`config.mk`:
```
export PLATFORM = sky130hd
export DESIGN_NAME = gbc_lane
export DESIGN_NICKNAME = d
export VERILOG_FILES = /design/src/hw/rtl/gyro_bias_still_calibrator_assert.svh /design/src/hw/rtl/gbc_pkg.sv /design/src/hw/rtl/gbc_lane.sv
export SDC_FILE = /design/constraint.sdc
export NUM_CORES = 2
export LEC_CHECK = 0
export ABC_CLOCK_PERIOD_IN_PS = 15150
export BUFFER_PORTS_ARGS = -buffer_cell sky130_fd_sc_hd__buf_2
export CAP_MARGIN = 20
export CORE_MARGIN = 2
export CORE_UTILIZATION = 50
export CTS_BUF_LIST = sky130_fd_sc_hd__clkbuf_4 sky130_fd_sc_hd__clkbuf_8
export CTS_CLUSTER_SIZE = 24
export DETAILED_ROUTE_END_ITERATION = 6
export PLACE_DENSITY = 0.7
export SETUP_SLACK_MARGIN = 0.4
export SYNTH_ARGS = -nofsm -noshare
export SYNTH_HDL_FRONTEND = slang
export SYNTH_SLANG_ARGS = --single-unit
```
`constraint.sdc`:
```
create_clock -name clk -period 15.15 [get_ports clk]
set_input_delay 4.545 -clock clk [delete_from_list [all_inputs] [get_ports clk]]
set_output_delay 4.545 -clock clk [all_outputs]
set_load 0.01 [all_outputs]
```
`src/hw/rtl/gyro_bias_still_calibrator_assert.svh`:
```
// assertion macros for the gyro bias calibrator
`ifndef GYRO_BIAS_STILL_CALIBRATOR_ASSERT_SVH
`define GYRO_BIAS_STILL_CALIBRATOR_ASSERT_SVH

// a condition implies a consequence in the same cycle
`define GBC_ASSERT_IMP(label, clk, rst_n, cond, cons, msg) \
	label: assert property (@(posedge clk) disable iff (!rst_n) (cond) |-> (cons)) \
		else $error(msg);

// a condition implies a consequence in the next cycle
`define GBC_ASSERT_NEXT(label, clk, rst_n, cond, cons, msg) \
	label: assert property (@(posedge clk) disable iff (!rst_n) (cond) |=> (cons)) \
		else $error(msg);

`endif

```
`src/hw/rtl/gbc_pkg.sv`:
```
// ----------------------------------------------------------------------------
// gbc_pkg
// types, constants and status codes shared by the calibrator modules
// ----------------------------------------------------------------------------
package gbc_pkg;

	localparam int COUNT_WIDTH_DEF = 16;
	localparam int FRAC_BITS_DEF   = 16;
	localparam int NUM_AXES        = 3;

	localparam logic [1:0] ST_PROGRESS  = 2'd0;
	localparam logic [1:0] ST_RESTARTED = 2'd1;
	localparam logic [1:0] ST_COMPLETE  = 2'd2;
	localparam logic [1:0] ST_INVALID   = 2'd3;

	localparam logic [2:0] REG_AXIS_MAP  = 3'd0;
	localparam logic [2:0] REG_GYRO_LIM  = 3'd1;
	localparam logic [2:0] REG_ACCEL_MIN = 3'd2;
	localparam logic [2:0] REG_ACCEL_MAX = 3'd3;
	localparam logic [2:0] REG_VAR_MAX   = 3'd4;
	localparam logic [2:0] REG_SAMPLES   = 3'd5;

	typedef struct packed {
		logic signed [15:0] accel_x;
		logic signed [15:0] accel_y;
		logic signed [15:0] accel_z;
		logic signed [15:0] rate_x;
		logic signed [15:0] rate_y;
		logic signed [15:0] rate_z;
	} in_req_t;

	typedef struct packed {
		logic [1:0]         status;
		logic [15:0]        sample_count;
		logic signed [31:0] bias_x;
		logic signed [31:0] bias_y;
		logic signed [31:0] bias_z;
		logic signed [31:0] accel_total_x;
		logic signed [31:0] accel_total_y;
		logic signed [31:0] accel_total_z;
	} out_req_t;

	// control from the sequencer to the lanes
	typedef struct packed {
		logic start;     // begin division of delta by n
		logic commit;    // write back the accel sum
		logic clear;     // clear all calibration state
		logic vstart;    // begin variance division by n-1
	} lane_ctl_t;

	function automatic logic signed [31:0] sat32(input logic signed [39:0] v);
		if (v > 40'sd2147483647)
			return 32'sh7fffffff;
		else if (v < -40'sd2147483648)
			return 32'sh80000000;
		else
			return v[31:0];
	endfunction

endpackage

```
`src/hw/rtl/gbc_lane.sv`:
```
// ----------------------------------------------------------------------------
// gbc_lane
// one axis: welford mean and m2 update, accel sum, variance check
// ----------------------------------------------------------------------------
module gbc_lane #(
	parameter int COUNT_WIDTH = gbc_pkg::COUNT_WIDTH_DEF,
	parameter int FRAC_BITS   = gbc_pkg::FRAC_BITS_DEF
) (
	input  logic                       clk,
	input  logic                       arst_n,
	input  gbc_pkg::lane_ctl_t         ctl,
	input  logic signed [16:0]         rate,
	input  logic signed [16:0]         accel,
	input  logic [COUNT_WIDTH-1:0]     n,
	input  logic [47:0]                lim,
	output logic                       busy,
	output logic                       var_bad,
	output logic signed [31:0]         mean_sat,
	output logic signed [31:0]         sum_sat
);
	localparam int MW = 17 + FRAC_BITS + 1;   // mean / delta width
	localparam int DW = 48;                   // dividend width for shared divider
	localparam int SW = $clog2(DW + 1);

	logic signed [MW-1:0] mean_q;
	logic [47:0]          m2_q;
	logic signed [32:0]   sum_q;

	// restoring divider, one quotient bit per cycle
	logic [DW-1:0]          rem_q, quo_q;
	logic [COUNT_WIDTH-1:0] dvs_q;
	logic [SW-1:0]          cnt_q;
	logic                   run_q, neg_q, mode_q, done_q;

	logic signed [MW-1:0] x;
	logic signed [MW-1:0] d;
	logic [DW-1:0]        dmag;
	logic [DW:0]          trial;

	assign x = MW'(rate) <<< FRAC_BITS;
	assign d = x - mean_q;
	assign dmag = d[MW-1] ? DW'(-d) : DW'(d);
	assign trial = {rem_q, quo_q[DW-1]} - {{(DW+1-COUNT_WIDTH){1'b0}}, dvs_q};

	// post-division welford update
	logic signed [MW-1:0] q_s;
	logic signed [MW-1:0] mean_new;
	logic signed [MW-1:0] e;
	logic [MW-1:0]        dm, em;
	logic [2*MW-1:0]      prod_s2;
	logic                 opp_s2, mul_v_s2, mul_v_q;
	logic [47:0]          inc;
	logic [48:0]          m2_sum;

	// accel sum one bit wider, saturated back to 33 bits
	logic signed [33:0]   sum_ext;

	assign q_s      = neg_q ? -MW'(quo_q) : MW'(quo_q);
	assign mean_new = mean_q + q_s;
	assign e        = x - mean_new;
	assign dm       = d[MW-1] ? -d : d;
	assign em       = e[MW-1] ? -e : e;
	assign sum_ext  = 34'(sum_q) + 34'(accel);

	always_ff @(posedge clk or negedge arst_n) begin
		if (!arst_n) begin
			run_q <= 1'b0; done_q <= 1'b0; mul_v_q <= 1'b0;
			mean_q <= '0; m2_q <= '0; sum_q <= '0; var_bad <= 1'b0;
			cnt_q <= '0; mode_q <= 1'b0; neg_q <= 1'b0; mul_v_s2 <= 1'b0;
			rem_q <= '0; quo_q <= '0; dvs_q <= '0; prod_s2 <= '0; opp_s2 <= 1'b0;
		end else begin
			done_q <= 1'b0;
			mul_v_s2 <= 1'b0;
			if (ctl.clear) begin
				mean_q <= '0; m2_q <= '0; sum_q <= '0;
				run_q <= 1'b0;
			end else if (ctl.start) begin
				run_q <= 1'b1; mode_q <= 1'b0; cnt_q <= SW'(DW);
				rem_q <= '0; quo_q <= dmag; dvs_q <= n; neg_q <= d[MW-1];
			end else if (ctl.vstart) begin
				run_q <= 1'b1; mode_q <= 1'b1; cnt_q <= SW'(DW);
				rem_q <= '0; quo_q <= m2_q; dvs_q <= n - COUNT_WIDTH'(1);
				var_bad <= 1'b0;
			end else if (run_q) begin
				if (!trial[DW]) begin
					rem_q <= trial[DW-1:0];
					quo_q <= {quo_q[DW-2:0], 1'b1};
				end else begin
					rem_q <= {rem_q[DW-2:0], quo_q[DW-1]};
					quo_q <= {quo_q[DW-2:0], 1'b0};
				end
				cnt_q <= cnt_q - SW'(1);
				if (cnt_q == SW'(1)) begin
					run_q <= 1'b0;
					done_q <= 1'b1;
				end
			end else if (done_q) begin
				if (mode_q) begin
					var_bad <= quo_q > lim;
				end else begin
					// register the product before the accumulate
					prod_s2  <= dm * em;
					opp_s2   <= (d[MW-1] != e[MW-1]) && (d != 0) && (e != 0);
					mean_q   <= mean_new;
					mul_v_s2 <= 1'b1;
				end
			end
			mul_v_q <= mul_v_s2;
			if (mul_v_s2 && !ctl.clear) begin
				m2_q <= m2_sum[48] ? 48'hffffffffffff : m2_sum[47:0];
			end
			if (ctl.commit && !ctl.clear) begin
				sum_q <= (sum_ext > 34'sh0ffffffff) ? 33'sh0ffffffff :
					((sum_ext < -34'sh100000000) ? 33'sh100000000 : sum_ext[32:0]);
			end
		end
	end

	logic [2*MW-1:0] sh;
	assign sh  = prod_s2 >> FRAC_BITS;
	assign inc = opp_s2 ? 48'd0 : ((|(sh >> 48)) ? 48'hffffffffffff : sh[47:0]);
	assign m2_sum = {1'b0, m2_q} + {1'b0, inc};

	assign busy     = run_q | done_q | mul_v_s2 | mul_v_q;
	assign mean_sat = gbc_pkg::sat32(40'(mean_q));
	assign sum_sat  = gbc_pkg::sat32(40'(sum_q));
endmodule

```
## Yosys cells after proc, flatten, opt, wreduce, memory -nomap -nowiden

Index checks and enable logic that the tools add are counted.
Widths: inputs -> output; s select.

- Flip-flop bits (word level): 309
- Latch bits: 0
- Memory bits (writable): 0
- Bits in read-only memories: 0
- Bits of input ports: 104
- Output and inout bits: 66
- Word-level logic and storage cells: 130
- Memories: 0

- Add/sub/neg operators: 12
- Multipliers: 1
- Divide/modulo/power cells: 0
- $lt $le $gt $ge: 7
- Equal/unequal tests: 7
- Shifts and indexed selects: 0
- Multiplexer cells: 58
- Bitwise operators: 8
- Reductions and logical operators: 21

Operators by type and width:

| operator | number |
|---|---|
| $mux 48 | 13 |
| $mux 34 | 9 |
| $mux 33 | 4 |
| $mux 32 | 4 |
| $neg 34->34 | 3 |
| $mul 34x34->68 | 1 |
| $reduce_bool 34->1 | 2 |
| $sub 33x34->34 | 2 |
| $add 48x48->49 | 1 |
| $sub 49x16->49 | 1 |
| $gt 48x48->1 | 1 |
| $neg 34->48 | 1 |
| $add 33x17->34 | 1 |
| $add 34x34->34 | 1 |
| $gt 34x32->1 const B | 1 |
| $gt 34x33->1 const B | 1 |
| $lt 34x32->1 const B | 1 |
| $lt 34x33->1 const B | 1 |
| $gt 33x32->1 const B | 1 |
| $lt 33x32->1 const B | 1 |
| $mux 16 | 2 |
| $mux 1 | 23 |
| $mux 6 | 3 |
| $sub 16x1->16 const B | 1 |
| other kinds (15) | 35 |

## Depth between registers and ports, before layout

- Depth after elaboration: 9
- Depth in mapped cells: 70
- Mapped depth without buffers: 67

## Least setup slack after synthesis

No wires, ideal clock.

- Path type: input-to-reg
- Start point: in rate[2]
- End point: reg prod_s2[65]
- Setup time: 69 ps
- Data arrival time: 15226 ps
- Data required time: 15081 ps
- Slack: -145 ps
- Stages: 46
- Path buffers: 3
- Path through: ha_1 a21oi_1 a21o_1 nand2_1 o21a_1 o21a_1 or3_1 a221oi_1 or3b_2 nor3_1 and2_1 nand2_1 o21ai_0 xnor2_1 clkbuf_1 clkbuf_1 nand2_1 fa_1 [... 10 more ...] fa_1 inv_1 ha_1 clkbuf_1 a21o_1 a21o_1 a21oi_1 o21ai_0 a21boi_0 o21ai_0 a21oi_1 nor2_1 a211oi_1 o21ai_2 a21oi_1 o31ai_2 a2111oi_0 nand3b_1

- Longest elaborated chain between the ends: 4
- Elaborated cells between the ends (all ways): 7
- Those cells by class: add/sub: 4; mul: 1; mux: 2

Ends and longest elaborated chain:

| what | RTL line | source |
|---|---|---|
| from (decl) | gbc_lane.sv:12 | `input logic signed [16:0] rate,` |
| $sub 33x34->34, on equally long branches | gbc_lane.sv:41, gbc_lane.sv:60 |  |
| $neg 34->34, on equally long branches | gbc_lane.sv:61, gbc_lane.sv:62 |  |
| $mux 34, on equally long branches | gbc_lane.sv:61, gbc_lane.sv:62 |  |
| $mul 34x34->68 (*) | gbc_lane.sv:102 | `prod_s2 <= dm * em;` |
| to (signal assigned) | gbc_lane.sv:102 |  |
| to (decl) | gbc_lane.sv:50 | `logic [2*MW-1:0] prod_s2;` |

Mark *: on every way between the ends. The rest lies on a longest branch, timed or not.
A chain may end at the register's enable or synchronous reset.

## Worst setup path in the final report

Ends and elaborated chain as after synthesis.

==> summary.md <==
| Metric | Value |
|---|---|
| Status | finished clean |
| Setup TNS | 0 ns |
| CP max stage cell | fa_1 |
| Global-route usage over all layers | 0.3293 |
| Slew headroom | 0.2588 |
| Post-Syn Instances | 7,436 |
| Post-synth EDFFs | 0 |
| Synth top area cells | fa_1 33%, dfrtp_1 12%, ha_1 10% |
| Unrepaired setup endpoints after global routing | true |
| Async S/R FF share, synth | 1.000 |
| Critical path's largest stage delay | 0.61 ns |
| Worst-margin pin slew | 1.084 ns |
| Io pins | 170 |
| Setup violators final | 0 |
| Syn Area/Cell | 8.380 sq um |
| Syn_nets | 9,063 |
| Die H | 357.0 microns |
| Clock sink count | 293 |
| Starting Density | 0.5040 |
| Most common cell after layout, fill and taps aside | inv_1 |
| Grt ovf | 0 |
| DRC | 0 |
| Final clock skew | 0.03156 ns |
| RD Place Congestion | 0.9943 |
| R2r setup slk | 0.55 ns |
| CTS Buffer Depth | 3 |
| Final hold vios | 0 |
| Drt first pass iters | 6 |
| Via count | 55,531 |
| Placeable Area | 123,600 sq um |
| Crit end category | flop |
| CTS tree | done |
| Fin crit share | 0.9716 |
| Antenna violations before repair | 12 |
| Initial DRC count | 4,897 |
| Wirelength, routed | 212.7 mm |
| Synth Register Bits | 293 |
| Crit path DAT | 15.26 ns |
| Vias in the first global route | 56,555 |
| Most frequent cells in the layout | 1,197 x inv_1, 1,183 x nand2_1, 987 x fa_1, 653 x buf_4, 615 x nor2_1 |
| Dominant synthesized flop cell | dfrtp_1 |
| Port Buffers | 169 |
| Final min period | 14.72 ns |
| Max-cap viol count | 0 |
| Maximum number of pins on one net before global-route repair | 105 |
| Skew-Pair Late Insertion Delay | 0.63 ns |
| CP dominant cell by count | fa_1 |
| Final ANT Viol Nets | 0 |
| Die width | 357.0 microns |
| Global-route wire length before repair | 323.8 mm |
| Syn-to-layout area delta | 20.22% |
| Die outline area | 127,500 sq um |
| Nets@finish | 9,738 |
| Detail Placement HPWL | 171.2 mm |
| Share of layout cells above drive strength 1 | 0.1814 |
| TritonCTS Buffers | 50 |
| Peak Freq | 67.94 MHz |
| Post-DR wirelength/cell | 21.72 microns |
| Drt via density | 5.670 |
| Seq/Total Area, Yosys | 0.1177 |
| CTS Hold Bufs | 0 |
| Netlist Area Pre-Place | 62,310 sq um |
| Post-synth cell types | 101 |
| Htree depth | 2 |
| Setup crit start kind | primary input |
| CP top delay family | adder cells |
| Worst Path Buf+Inv | 7 |
| Crit Path Max Fanout | 4 |
| Pins Over Slew Limit | 0 |
| Post-synth top area cell | fa_1 |
| Clock-pin slew on the worst setup and hold paths | 0.06 ns |
| Crit Path Class | in2reg |
| Yosys Warn Count | 0 |
| Synth top area share | 0.3287 |
| CP required | 15.69 ns |
| Root buffer cell | clkbuf_8 |
| # rows | 129 |
| Hold Crit Class | reg2reg |
## repair_timing
action                                 in CTS  in global routing
cloned                                      2                 13
resized for setup                          41                392
pin swaps                                  14                205
setup buffers                              18                 72
setup endpoints to repair                  41                 47
endpoints found under the hold margin       0                  0
## state kept, by name, summed over array words and instances, names as in the netlist, 6 cells and up
signal,cells
prod_s2,52
m2_q,48
quo_q,48
rem_q,48
mean_q,34
sum_q,33
dvs_q,16
cnt_q,6
## Yosys cell counts, drive strengths merged (31+ instances only)
cell and n:
nand2b 64, a21oi 272, dfrtp 293, nor2b 65
a221o 32, xor2 134, o31ai 47, nor2 638
or3 39, nand2 1202, xnor2 239, nor3 74
maj3 31, a211oi 71, fa 1023, o21bai 31
clkbuf 339, mux2i 70, nand3 53, inv 1216
nand4 51, nor4 33, a21o 142, o21ai 330
and2 108, ha 500
## per-stage QoR
| stage | hold WS (ns) | utilization | instance area, sq um | cells | setup WS (ns) |
|---|---|---|---|---|---|
| 3_3_place_gp | 0.4526 | 0.5717 | 70680 | 9588 | -0.4675 |
| 2_1_floorplan | 0.4132 | - | 62340 | 7436 | 0.3602 |
| 5_1_grt | 0.4984 | 0.6058 | 74900 | 9790 | -0.05072 |
| 3_5_place_dp | 0.4695 | 0.5717 | 70690 | 9589 | -0.6022 |
| 4_1_cts | 0.4835 | 0.5842 | 72230 | 9702 | 0.4021 |
| 6_report | 0.4788 | 0.6059 | 74910 | 9793 | 0.4306 |
## layout make-up
| class | count | area, sq um |
|---|---|---|
| multi-input cells | 5561 | 51160 |
| fillers | 10777 | 48730 |
| repair buffers | 988 | 8645 |
| flip-flops and latches | 293 | 7332 |
| inverters | 1217 | 4568 |
| well taps | 1637 | 2048 |
| clock buffers | 88 | 1092 |
| clock inverters | 5 | 57.56 |
| diodes | 4 | 10.01 |
## layer usage
layer,vias up,track usage,wire [microns]
met4,4,0.1514,12280
met5,-,0,23
met2,2354,0.5312,98070
met1,27729,0.4362,84010
li1,24864,-,-
met3,580,0.05383,18290
## logic make-up after synthesis
kind of cell             Yosys count  share of synthesized area
multiplexers                      77                    0.01257
adder cells (fa/ha/maj)         1554                     0.4340
XOR/XNOR                         373                    0.05321
flip-flops                       293                     0.1177
buffers and inverters           1582                    0.09570
AND/OR/NAND/NOR                 2443                     0.1718
AO/OA/AOI/OAI                   1114                     0.1150
## worst register-to-register path, delay by kind of cell (launching register included)
kind | cells | cell delay, ns
xor+xnor | 5 | 0.85
simple gates | 9 | 2.26
flops | 1 | 0.39
fa+ha+maj | 11 | 4.62
compound gates | 28 | 5.19
buf+inv | 9 | 1.20
## worst paths after layout
path,from,to,cells after the start
setup reg to reg,quo_q[3]$_DFFE_PN0P_,prod_s2[65]$_DFFE_PN0P_,62
min in group asynchronous,arst_n,sum_q[9]$_DFFE_PN0P_,1
max in group asynchronous,arst_n,mean_q[12]$_DFFE_PN0P_,3
hold / removal,prod_s2[57]$_DFFE_PN0P_,prod_s2[57]$_DFFE_PN0P_,2
setup / recovery,rate[2],prod_s2[65]$_DFFE_PN0P_,45
hold reg to reg,prod_s2[57]$_DFFE_PN0P_,prod_s2[57]$_DFFE_PN0P_,2
Power is left out: the tool's default activity adds up to more than one toggle a clock period on the data nets, which glitch-free logic cannot reach.
