## src/hw/rtl/gyro_bias_still_calibrator_assert.svh

```systemverilog
// assertion macros for the gyro bias calibrator
`ifndef GYRO_BIAS_STILL_CALIBRATOR_ASSERT_SVH
`define GYRO_BIAS_STILL_CALIBRATOR_ASSERT_SVH

// a condition implies a consequence in the same cycle
`define GBC_ASSERT_IMP(label, clk, rst_n, cond, cons, msg) \
	label: assert property (@(posedge clk) disable iff (!rst_n) (cond) |-> (cons)) \
		else $error(msg);

// a condition implies a consequence in the next cycle
`define GBC_ASSERT_NEXT(label, clk, rst_n, cond, cons, msg) \
	label: assert property (@(posedge clk) disable iff (!rst_n) (cond) |=> (cons)) \
		else $error(msg);

`endif

```

## src/hw/rtl/gbc_pkg.sv

```systemverilog
// ----------------------------------------------------------------------------
// gbc_pkg
// types, constants and status codes shared by the calibrator modules
// ----------------------------------------------------------------------------
package gbc_pkg;

	localparam int COUNT_WIDTH_DEF = 16;
	localparam int FRAC_BITS_DEF   = 16;
	localparam int NUM_AXES        = 3;

	localparam logic [1:0] ST_PROGRESS  = 2'd0;
	localparam logic [1:0] ST_RESTARTED = 2'd1;
	localparam logic [1:0] ST_COMPLETE  = 2'd2;
	localparam logic [1:0] ST_INVALID   = 2'd3;

	localparam logic [2:0] REG_AXIS_MAP  = 3'd0;
	localparam logic [2:0] REG_GYRO_LIM  = 3'd1;
	localparam logic [2:0] REG_ACCEL_MIN = 3'd2;
	localparam logic [2:0] REG_ACCEL_MAX = 3'd3;
	localparam logic [2:0] REG_VAR_MAX   = 3'd4;
	localparam logic [2:0] REG_SAMPLES   = 3'd5;

	typedef struct packed {
		logic signed [15:0] accel_x;
		logic signed [15:0] accel_y;
		logic signed [15:0] accel_z;
		logic signed [15:0] rate_x;
		logic signed [15:0] rate_y;
		logic signed [15:0] rate_z;
	} in_req_t;

	typedef struct packed {
		logic [1:0]         status;
		logic [15:0]        sample_count;
		logic signed [31:0] bias_x;
		logic signed [31:0] bias_y;
		logic signed [31:0] bias_z;
		logic signed [31:0] accel_total_x;
		logic signed [31:0] accel_total_y;
		logic signed [31:0] accel_total_z;
	} out_req_t;

	// control from the sequencer to the lanes
	typedef struct packed {
		logic start;     // begin division of delta by n
		logic commit;    // write back the accel sum
		logic clear;     // clear all calibration state
		logic vstart;    // begin variance division by n-1
	} lane_ctl_t;

	function automatic logic signed [31:0] sat32(input logic signed [39:0] v);
		if (v > 40'sd2147483647)
			return 32'sh7fffffff;
		else if (v < -40'sd2147483648)
			return 32'sh80000000;
		else
			return v[31:0];
	endfunction

endpackage

```

## src/hw/rtl/gbc_regs.sv

```systemverilog
// ----------------------------------------------------------------------------
// gbc_regs
// apb register file for the calibrator configuration
// ----------------------------------------------------------------------------
module gbc_regs (
	input  logic        clk,
	input  logic        arst_n,
	input  logic        psel,
	input  logic        penable,
	input  logic        pwrite,
	input  logic [4:0]  paddr,
	input  logic [31:0] pwdata,
	output logic [31:0] prdata,
	output logic        pready,
	output logic [8:0]  axis_map_q,
	output logic [31:0] gyro_lim_q,
	output logic [31:0] amin_q,
	output logic [31:0] amax_q,
	output logic [15:0] var_max_q,
	output logic [15:0] samples_q
);
	logic [2:0] idx;
	assign idx = paddr[4:2];
	assign pready = 1'b1;

	always_ff @(posedge clk or negedge arst_n) begin
		if (!arst_n) begin
			axis_map_q <= 9'd136; gyro_lim_q <= 32'd9683;
			amin_q <= 32'd3030385; amax_q <= 32'd5546967;
			var_max_q <= 16'd67; samples_q <= 16'd200;
		end else if (psel && penable && pwrite && pready) begin
			case (idx)
				gbc_pkg::REG_AXIS_MAP:  axis_map_q <= pwdata[8:0];
				gbc_pkg::REG_GYRO_LIM:  gyro_lim_q <= pwdata;
				gbc_pkg::REG_ACCEL_MIN: amin_q <= pwdata;
				gbc_pkg::REG_ACCEL_MAX: amax_q <= pwdata;
				gbc_pkg::REG_VAR_MAX:   var_max_q <= pwdata[15:0];
				gbc_pkg::REG_SAMPLES:   samples_q <= pwdata[15:0];
				default: ;
			endcase
		end
	end

	always_comb begin
		case (idx)
			gbc_pkg::REG_AXIS_MAP:  prdata = {23'd0, axis_map_q};
			gbc_pkg::REG_GYRO_LIM:  prdata = gyro_lim_q;
			gbc_pkg::REG_ACCEL_MIN: prdata = amin_q;
			gbc_pkg::REG_ACCEL_MAX: prdata = amax_q;
			gbc_pkg::REG_VAR_MAX:   prdata = {16'd0, var_max_q};
			gbc_pkg::REG_SAMPLES:   prdata = {16'd0, samples_q};
			default:                prdata = 32'd0;
		endcase
	end
endmodule

```

## config.mk

```make
export PLATFORM = sky130hd
export DESIGN_NAME = gbc_regs
export DESIGN_NICKNAME = d
export VERILOG_FILES = /design/src/hw/rtl/gyro_bias_still_calibrator_assert.svh /design/src/hw/rtl/gbc_pkg.sv /design/src/hw/rtl/gbc_regs.sv
export SDC_FILE = /design/constraint.sdc
export NUM_CORES = 1
export LEC_CHECK = 0
export ABC_AREA = 1
export BUFFER_PORTS_ARGS = -buffer_cell sky130_fd_sc_hd__buf_2
export CAP_MARGIN = 20
export CORE_UTILIZATION = 46
export CTS_CLUSTER_SIZE = 14
export DETAILED_ROUTE_END_ITERATION = 8
export PLACE_DENSITY = 0.74
export SYNTH_ARGS = -nofsm -noshare
export SYNTH_HDL_FRONTEND = slang
export SYNTH_SLANG_ARGS = --single-unit
```

## constraint.sdc

```tcl
create_clock -name clk -period 1.16 [get_ports clk]
set_clock_uncertainty 0.15 [all_clocks]
set_input_delay 0.116 -clock clk [delete_from_list [all_inputs] [get_ports clk]]
set_output_delay 0.116 -clock clk [all_outputs]
set_load 0.03 [all_outputs]
```

After elaboration in Yosys (flattened, before gate mapping):

Index checks and enable logic that the tools add are counted.

* register bits after elaboration: 137
* word-level logic and storage cells: 21

* reduce and logical (&&, ||, !) cells: 9
* muxes and demuxes: 1
* eq/ne operators: 5

Operators with widths (count)
* $pmux 32 s6: 1
* $reduce_and 2->1: 6
* $eq 3x2->1 const B: 2
* $eq 3x3->1 const B: 2
* $eq 3x1->1 const B: 1
* $logic_not 3->1: 1
* $logic_and 1x1->1: 2

Logic depth before layout (Yosys ltp):

Gate-level depths: netlist of the first run.

* word-level depth: 3
* depth in mapped cells: 8
* depth with buffers taken out: 6

Worst setup path after synthesis of the first run:

No wires, ideal clock.

* path kind: input-to-output
* start: in paddr[4]
* end: out prdata[16]
* arrival time: 1.130 ns
* stages on the path: 8
* data required time: 0.894 ns
* slack: -0.236 ns
* cells stage by stage: buf_2 inv_4 nand3_4 clkinv_2 buf_6 buf_6 nand2_1 nand3_1

* word-level cells in the longest chain between the ends: 2
* elaborated cells on any way between the ends: 7
* classes of those cells: eq/ne (5); mux (1); reduce/logical (1)

Ends and longest elaborated chain
* from (decl): RTL line gbc_regs.sv:11 `input logic [4:0] paddr,`
* $eq 3x3->1 (tied with other cells): RTL line gbc_regs.sv:45 `case (idx)`
* $pmux 32 s6 *: RTL line gbc_regs.sv:45
* to (decl): RTL line gbc_regs.sv:13 `output logic [31:0] prdata,`

Mark *: on every way between the ends. The rest lies on a longest branch, timed or not.

Worst setup path in the final report of the first run:

* start: reg gyro_lim_q[10]
* end: out prdata[10]

* word-level cells in the longest chain between the ends: 1

Ends and longest elaborated chain
* from (decl): RTL line gbc_regs.sv:16 `output logic [31:0] gyro_lim_q,`
* from (signal assigned): RTL line gbc_regs.sv:34 `gbc_pkg::REG_GYRO_LIM: gyro_lim_q <= pwdata;`
* $pmux 32 s6: RTL line gbc_regs.sv:45

No other way between the ends.

==> results.sh, run 1 <==
export IMPL_path_max_fanout=2
export IMPL_setup_viol=171
export IMPL_required_ps=890
export IMPL_grt_pass1_vias=7749
export IMPL_cts_max_level=4
export IMPL_grt_use_total_pct=34.9
export IMPL_seq_area_frac_synth_pct=52.1
export IMPL_clock_path_buffers=2
export IMPL_use_met1_pct=38.6
export IMPL_synth_avg_cell_area_um2=8.20
export IMPL_synth_fp_nets=857
export IMPL_critPathMaxStageDelay_ps=560
export IMPL_period_minus_slack_ps=1700
export IMPL_grt_ovfl_total=0
export IMPL_ant_nets=0
export IMPL_ir_drop_v=0.00154
export IMPL_dpl_cell_area_mm2=0.00897
export IMPL_syn_to_final_growth_pct=79.3
export IMPL_n_fill_cell=702
export IMPL_status="finished, violations left"
export IMPL_synth_area_leaders="dfrtp_1, dfstp_2, nand2_1, o21ai_0, o21ai_2"
export IMPL_die_y_um=123
export IMPL_max_cap_viol_count=0
export IMPL_die_x_um=123
export IMPL_antennaDiodeCount=0
export IMPL_final_area_mm2=0.0120
export IMPL_grt_max_degree=33
export IMPL_post_route_period_util_pct=147
export IMPL_cellPowerDensity_mw_per_mm2=1790
export IMPL_drt_first_pass_iters=5
export IMPL_dp_slack_ps=-280
export IMPL_synth_cell_area_mm2=0.00669
export IMPL_yosys_warnings=0
export IMPL_gp_congestion=0.867
export IMPL_grt_pass1_wl_um=39300
export IMPL_die_area_mm2=0.0150
export IMPL_busiest_layer="met2"
export IMPL_ys_seq_elements=137
export IMPL_vias=7820
export IMPL_core_mm2=0.0140
export IMPL_root_buffer="clkbuf_16"
export IMPL_insertion_delay_ps=420
export IMPL_numCtsBuffers=17
export IMPL_fin_tns_setup_ps=-38070
export IMPL_cts_sinks=137
export IMPL_worstHoldPathType="input pin to async pin"
export IMPL_critPathSlowestCell="dfstp_2"
export IMPL_hold_viol_final=13
export IMPL_fp_row_count=43
export IMPL_path_class="flop to output pin"
export IMPL_whs_ps=-19.3
export IMPL_grt_util_met3_pct=8.55
export IMPL_wl_um=27900
export IMPL_start_util_pct=47.6
export IMPL_synth_top_cell_by_area="dfrtp_1"
export IMPL_clkTransAtPathRegs_ps=60
export IMPL_use_met2_pct=61.8
export IMPL_drc=0
export IMPL_cts_hold_buf=33
export IMPL_vias_per_cell=5.59
export IMPL_hpwl_um=15300
export IMPL_tritoncts="built"
export IMPL_worstSetupEndpointType="output pin"
export IMPL_worst_slack_ps=-542
export IMPL_synth_cell_types=26
export IMPL_leakagePower_nw=6.11
export IMPL_drive_gt1_share_pct=49.8
export IMPL_boundaryPins=212
export IMPL_clock_fmax_ghz=0.588
export IMPL_rsz0062_at_grt="true"
export IMPL_power_total_mw=21.5
export IMPL_startpoint_type="flop"
export IMPL_violations="negative hold slack, negative setup slack"
export IMPL_setup_reg_to_reg_worst_slack_ps=-10
export IMPL_initialDrtViolationCount=728
export IMPL_numPortBuffers=208
export IMPL_drt_wirelength_per_cell_um=20.0
export IMPL_drv_slew=0
export IMPL_syn_inst=815
export IMPL_crit_chain="inv_2, nor2_4, nor2_2, nand3_2, buf_6"
export IMPL_arrival_ps=1440
export IMPL_final_nets=1248
export IMPL_synth_top_area_share_pct=35.6
export IMPL_antenna_found_initial=0
## worst paths after layout
kind / cells after the start / endpoint / start
min reg2reg: 2 / amin_q[19] / amin_q[19]
max reg2reg: 5 / amax_q[22] / amax_q[22]
min in group clk: 6 / amax_q[7] / penable
max: 5 / prdata[10] / gyro_lim_q[10]
min: 2 / amax_q[10] / arst_n
max in group asynchronous: 3 / amin_q[21] / arst_n
## sequential cells by signal (all words and copies together) (netlist names)
register	count
amax_q	32
axis_map_q	9
var_max_q	16
amin_q	32
gyro_lim_q	32
samples_q	16
## timing repair
action,in CTS,in global routing
setup endpoints to repair,169,169
pin swaps,52,29
setup buffers,35,62
hold endpoints to repair,274,13
gates resized for setup,421,87
## routing by layer
layer | routed length [µm] | share of wire, %
met5 | 0 | 0
met4 | 1540 | 5.5
met3 | 2360 | 8.4
met2 | 14400 | 52
met1 | 9630 | 34
## layout make-up
class | instances | area, µm² | share of cell area, %
clock buffer | 21 | 470 | 3.92
clock inverter | 11 | 169 | 1.41
inverter | 78 | 299 | 2.49
multi-input combinational | 550 | 2970 | 24.8
sequential | 137 | 3480 | 29.1
tap | 180 | 225 | 1.88
timing repair buffer | 422 | 4370 | 36.4
## per-stage QoR
stage                     instances  utilization (%)
after global placement         1267             63.9
after detailed placement       1267             63.9
after global routing           1399             85.4
after floorplan                 815                -
after CTS                      1355             81.4
final                          1399             85.4
## where the power goes
part,leakage [nW],total [mW],internal (mW),switching (mW)
Clock,0.313,5.86,3.77,2.09
Sequential,1.65,6.82,5.91,0.903
Combinational,4.15,8.83,4.15,4.67
Total,6.11,21.5,13.8,7.67
## worst max-delay path: cells and delay by family, from the launching register on
| family | cells | cell delay [ps] |
|---|---|---|
| flip-flops | 1 | 560 |
| AND/OR/NAND/NOR | 3 | 260 |
| buffers and inverters | 2 | 200 |
## layout by cell type, fill, tap and decap left out, drive strengths merged
cell type,instances
clkinv,7
inv,77
o21ai,139
dlygate4sd3,33
dfrtp,95
clkinvlp,1
bufinv,4
nand4,34
clkbuf,22
nand3,47
nand2,273
conb,1
nor2,56
buf,388
dfstp,42
## kinds of logic (layout without fill, tap and decap cells)
| group | Yosys count | in the layout | synth area share, % |
|---|---|---|---|
| DFF | 137 | 137 | 52.1 |
| AOI/OAI and AO/OA | 139 | 139 | 12.2 |
| and+or+nand+nor | 410 | 410 | 26.6 |
| buffers and inverters | 128 | 532 | 9.13 |
| other | 1 | 1 | 0.0561 |
## Yosys cell counts
cell,instances
nand2_2,1
dfrtp_1,95
clkbuf_2,1
nand2_1,270
nand3_2,3
nand2_4,2
dfstp_2,42
buf_2,19
o21ai_0,81
buf_6,11
conb_1,1
inv_4,1
nor2_1,51
inv_1,73
clkbuf_1,13
o21ai_2,32
buf_4,5
nand3_4,3
clkinv_2,1
nor2_4,2
o21ai_1,26
inv_2,3
nand4_1,34
nor2_2,3
buf_1,1
nand3_1,41
(Power assumes the default switching activity.)
==> run 2: changes to the inputs <==
BUFFER_PORTS_ARGS = unset   (was -buffer_cell sky130_fd_sc_hd__buf_2)
CORE_UTILIZATION = 50   (was 46)
DONT_BUFFER_PORTS = 1   (was unset)
PLACE_DENSITY = 0.66   (was 0.74)
==> results.sh, run 2 (synthesized netlist as in run 1, its figures left out) <==
export IMPL_n_fill_cell=800
export IMPL_mostFrequentLayoutCells="nand2_1, buf_6, dfrtp_1, o21ai_0, inv_1"
export IMPL_start_util_pct=52.1
export IMPL_die_x_um=118
export IMPL_drc=0
export IMPL_die_area_mm2=0.0138
export IMPL_drt_first_pass_iters=6
export IMPL_layout_commonest_cell="nand2_1"
export IMPL_rsz0062_at_grt="true"
export IMPL_critPathMaxStageDelay_ps=550
export IMPL_gp_congestion=0.869
export IMPL_final_nets=1062
export IMPL_post_route_period_util_pct=142
export IMPL_worstHoldPathType="input pin to async pin"
export IMPL_crit_chain="nand4_1, nand2_1, nor2_1, nand2_2"
export IMPL_antenna_found_initial=0
export IMPL_vias=6741
export IMPL_p_switching_mw=6.91
export IMPL_path_max_fanout=2
export IMPL_cts_sinks=137
export IMPL_period_minus_slack_ps=1650
export IMPL_seqPwrFrac_pct=35.5
export IMPL_numCtsBuffers=17
export IMPL_grt_ovfl_total=0
export IMPL_clkTransAtPathRegs_ps=60
export IMPL_tritoncts="built"
export IMPL_required_ps=890
export IMPL_combPwrFrac_pct=36.0
export IMPL_cts_max_level=4
export IMPL_seq_area_mm2=0.00349
export IMPL_drt_wirelength_per_cell_um=19.3
export IMPL_cellPowerDensity_mw_per_mm2=1850
export IMPL_die_y_um=118
export IMPL_violations="negative hold slack, negative setup slack"
export IMPL_grt_pass1_vias=7069
export IMPL_grt_max_degree=138
export IMPL_hold_viol_final=154
export IMPL_grt_use_total_pct=33.8
export IMPL_multi_input_area_mm2=0.00310
export IMPL_max_cap_viol_count=0
export IMPL_drv_slew=0
export IMPL_ant_nets=0
export IMPL_whs_ps=-752
export IMPL_ir_drop_v=0.00132
export IMPL_dp_slack_ps=-94.8
export IMPL_dpl_cell_area_mm2=0.00834
export IMPL_setup_viol=170
export IMPL_initialDrtViolationCount=567
export IMPL_status="finished, violations left"
export IMPL_path_class="flop to output pin"
export IMPL_clock_fmax_ghz=0.606
export IMPL_syn_to_final_growth_pct=54.3
export IMPL_wl_um=23200
export IMPL_clock_path_buffers=2
export IMPL_worst_slack_ps=-490
export IMPL_leakagePower_nw=5.12
export IMPL_swShare_pct=36.1
export IMPL_insertion_delay_ps=410
export IMPL_numPortBuffers=0
export IMPL_root_buffer="clkbuf_16"
export IMPL_hpwl_um=14600
export IMPL_antennaDiodeCount=0
export IMPL_clkPwrFrac_pct=28.5
export IMPL_drive_gt1_share_pct=41.6
export IMPL_startpoint_type="flop"
export IMPL_top_regs="amax_q x32, amin_q x32, gyro_lim_q x32"
export IMPL_core_mm2=0.0128
export IMPL_arrival_ps=1380
export IMPL_vias_per_cell=5.59
export IMPL_worstSetupEndpointType="output pin"
export IMPL_ff2ff_path_depth=4
export IMPL_boundaryPins=212
export IMPL_fp_row_count=41
export IMPL_critPathSlowestCell="dfstp_2"
export IMPL_cts_hold_buf=33
export IMPL_grt_pass1_wl_um=36700
export IMPL_p_int_mw=12.2
export IMPL_final_area_mm2=0.0103
-- run 2: layer usage --
layer	wire [µm]	GRT usage (%)
met1	8720	38.9
met2	12000	57.7
met3	1810	9.45
met4	731	16.4
met5	0	0
-- run 2: layout make-up --
cell class	count	area share, %
timing repair buffer	236	25.5
tap	172	2.09
sequential	137	33.8
clock buffer	22	4.50
clock inverter	10	1.21
multi-input combinational	550	30.0
inverter	78	2.92
-- run 2: final timing paths --
path / startpoint / to / slack, ps
setup / recovery: amax_q[0] / prdata[0] / -490
hold reg to reg: amin_q[10] / amin_q[10] / 360
min in group clk: paddr[2] / samples_q[14] / -90
hold / removal: arst_n / amax_q[3] / -750
setup reg to reg: amax_q[22] / amax_q[22] / -30
max in group asynchronous: arst_n / amax_q[22] / 1350
-- run 2: through the flow --
stage,TNS (ps),utilization (%),hold WS [ps],power [mW],std cells
after CTS,-27070,77.9,-768,18.6,1184
after global routing,-32550,80.4,-780,19.8,1205
final,-26380,80.4,-752,19.1,1205
after floorplan,-1410,-,-330,10.1,815
after detailed placement,-2880,65.0,-326,12.1,1111
after global placement,-913,65.0,-327,12.0,1111
-- run 2: timing repair --
action	in CTS	in global routing
buffers inserted	8	23
pin swaps	58	44
hold endpoints to repair	274	153
gates resized for setup	189	55
endpoints found under the setup margin	169	185
-- run 2: worst max-delay path: cells and delay by family, from the launching register on --
family           cells  cell delay [ps]
AND/OR/NAND/NOR      4              420
flip-flops           1              550
-- run 2: power groups by stage --
stage	Sequential (mW)	Clock, mW	Combinational, mW
2_1_floorplan	8.46	0	1.65
3_3_place_gp	6.54	0	5.44
3_5_place_dp	6.60	0	5.54
4_1_cts	6.74	5.49	6.42
5_1_grt	6.88	5.73	7.23
6_report	6.79	5.46	6.88
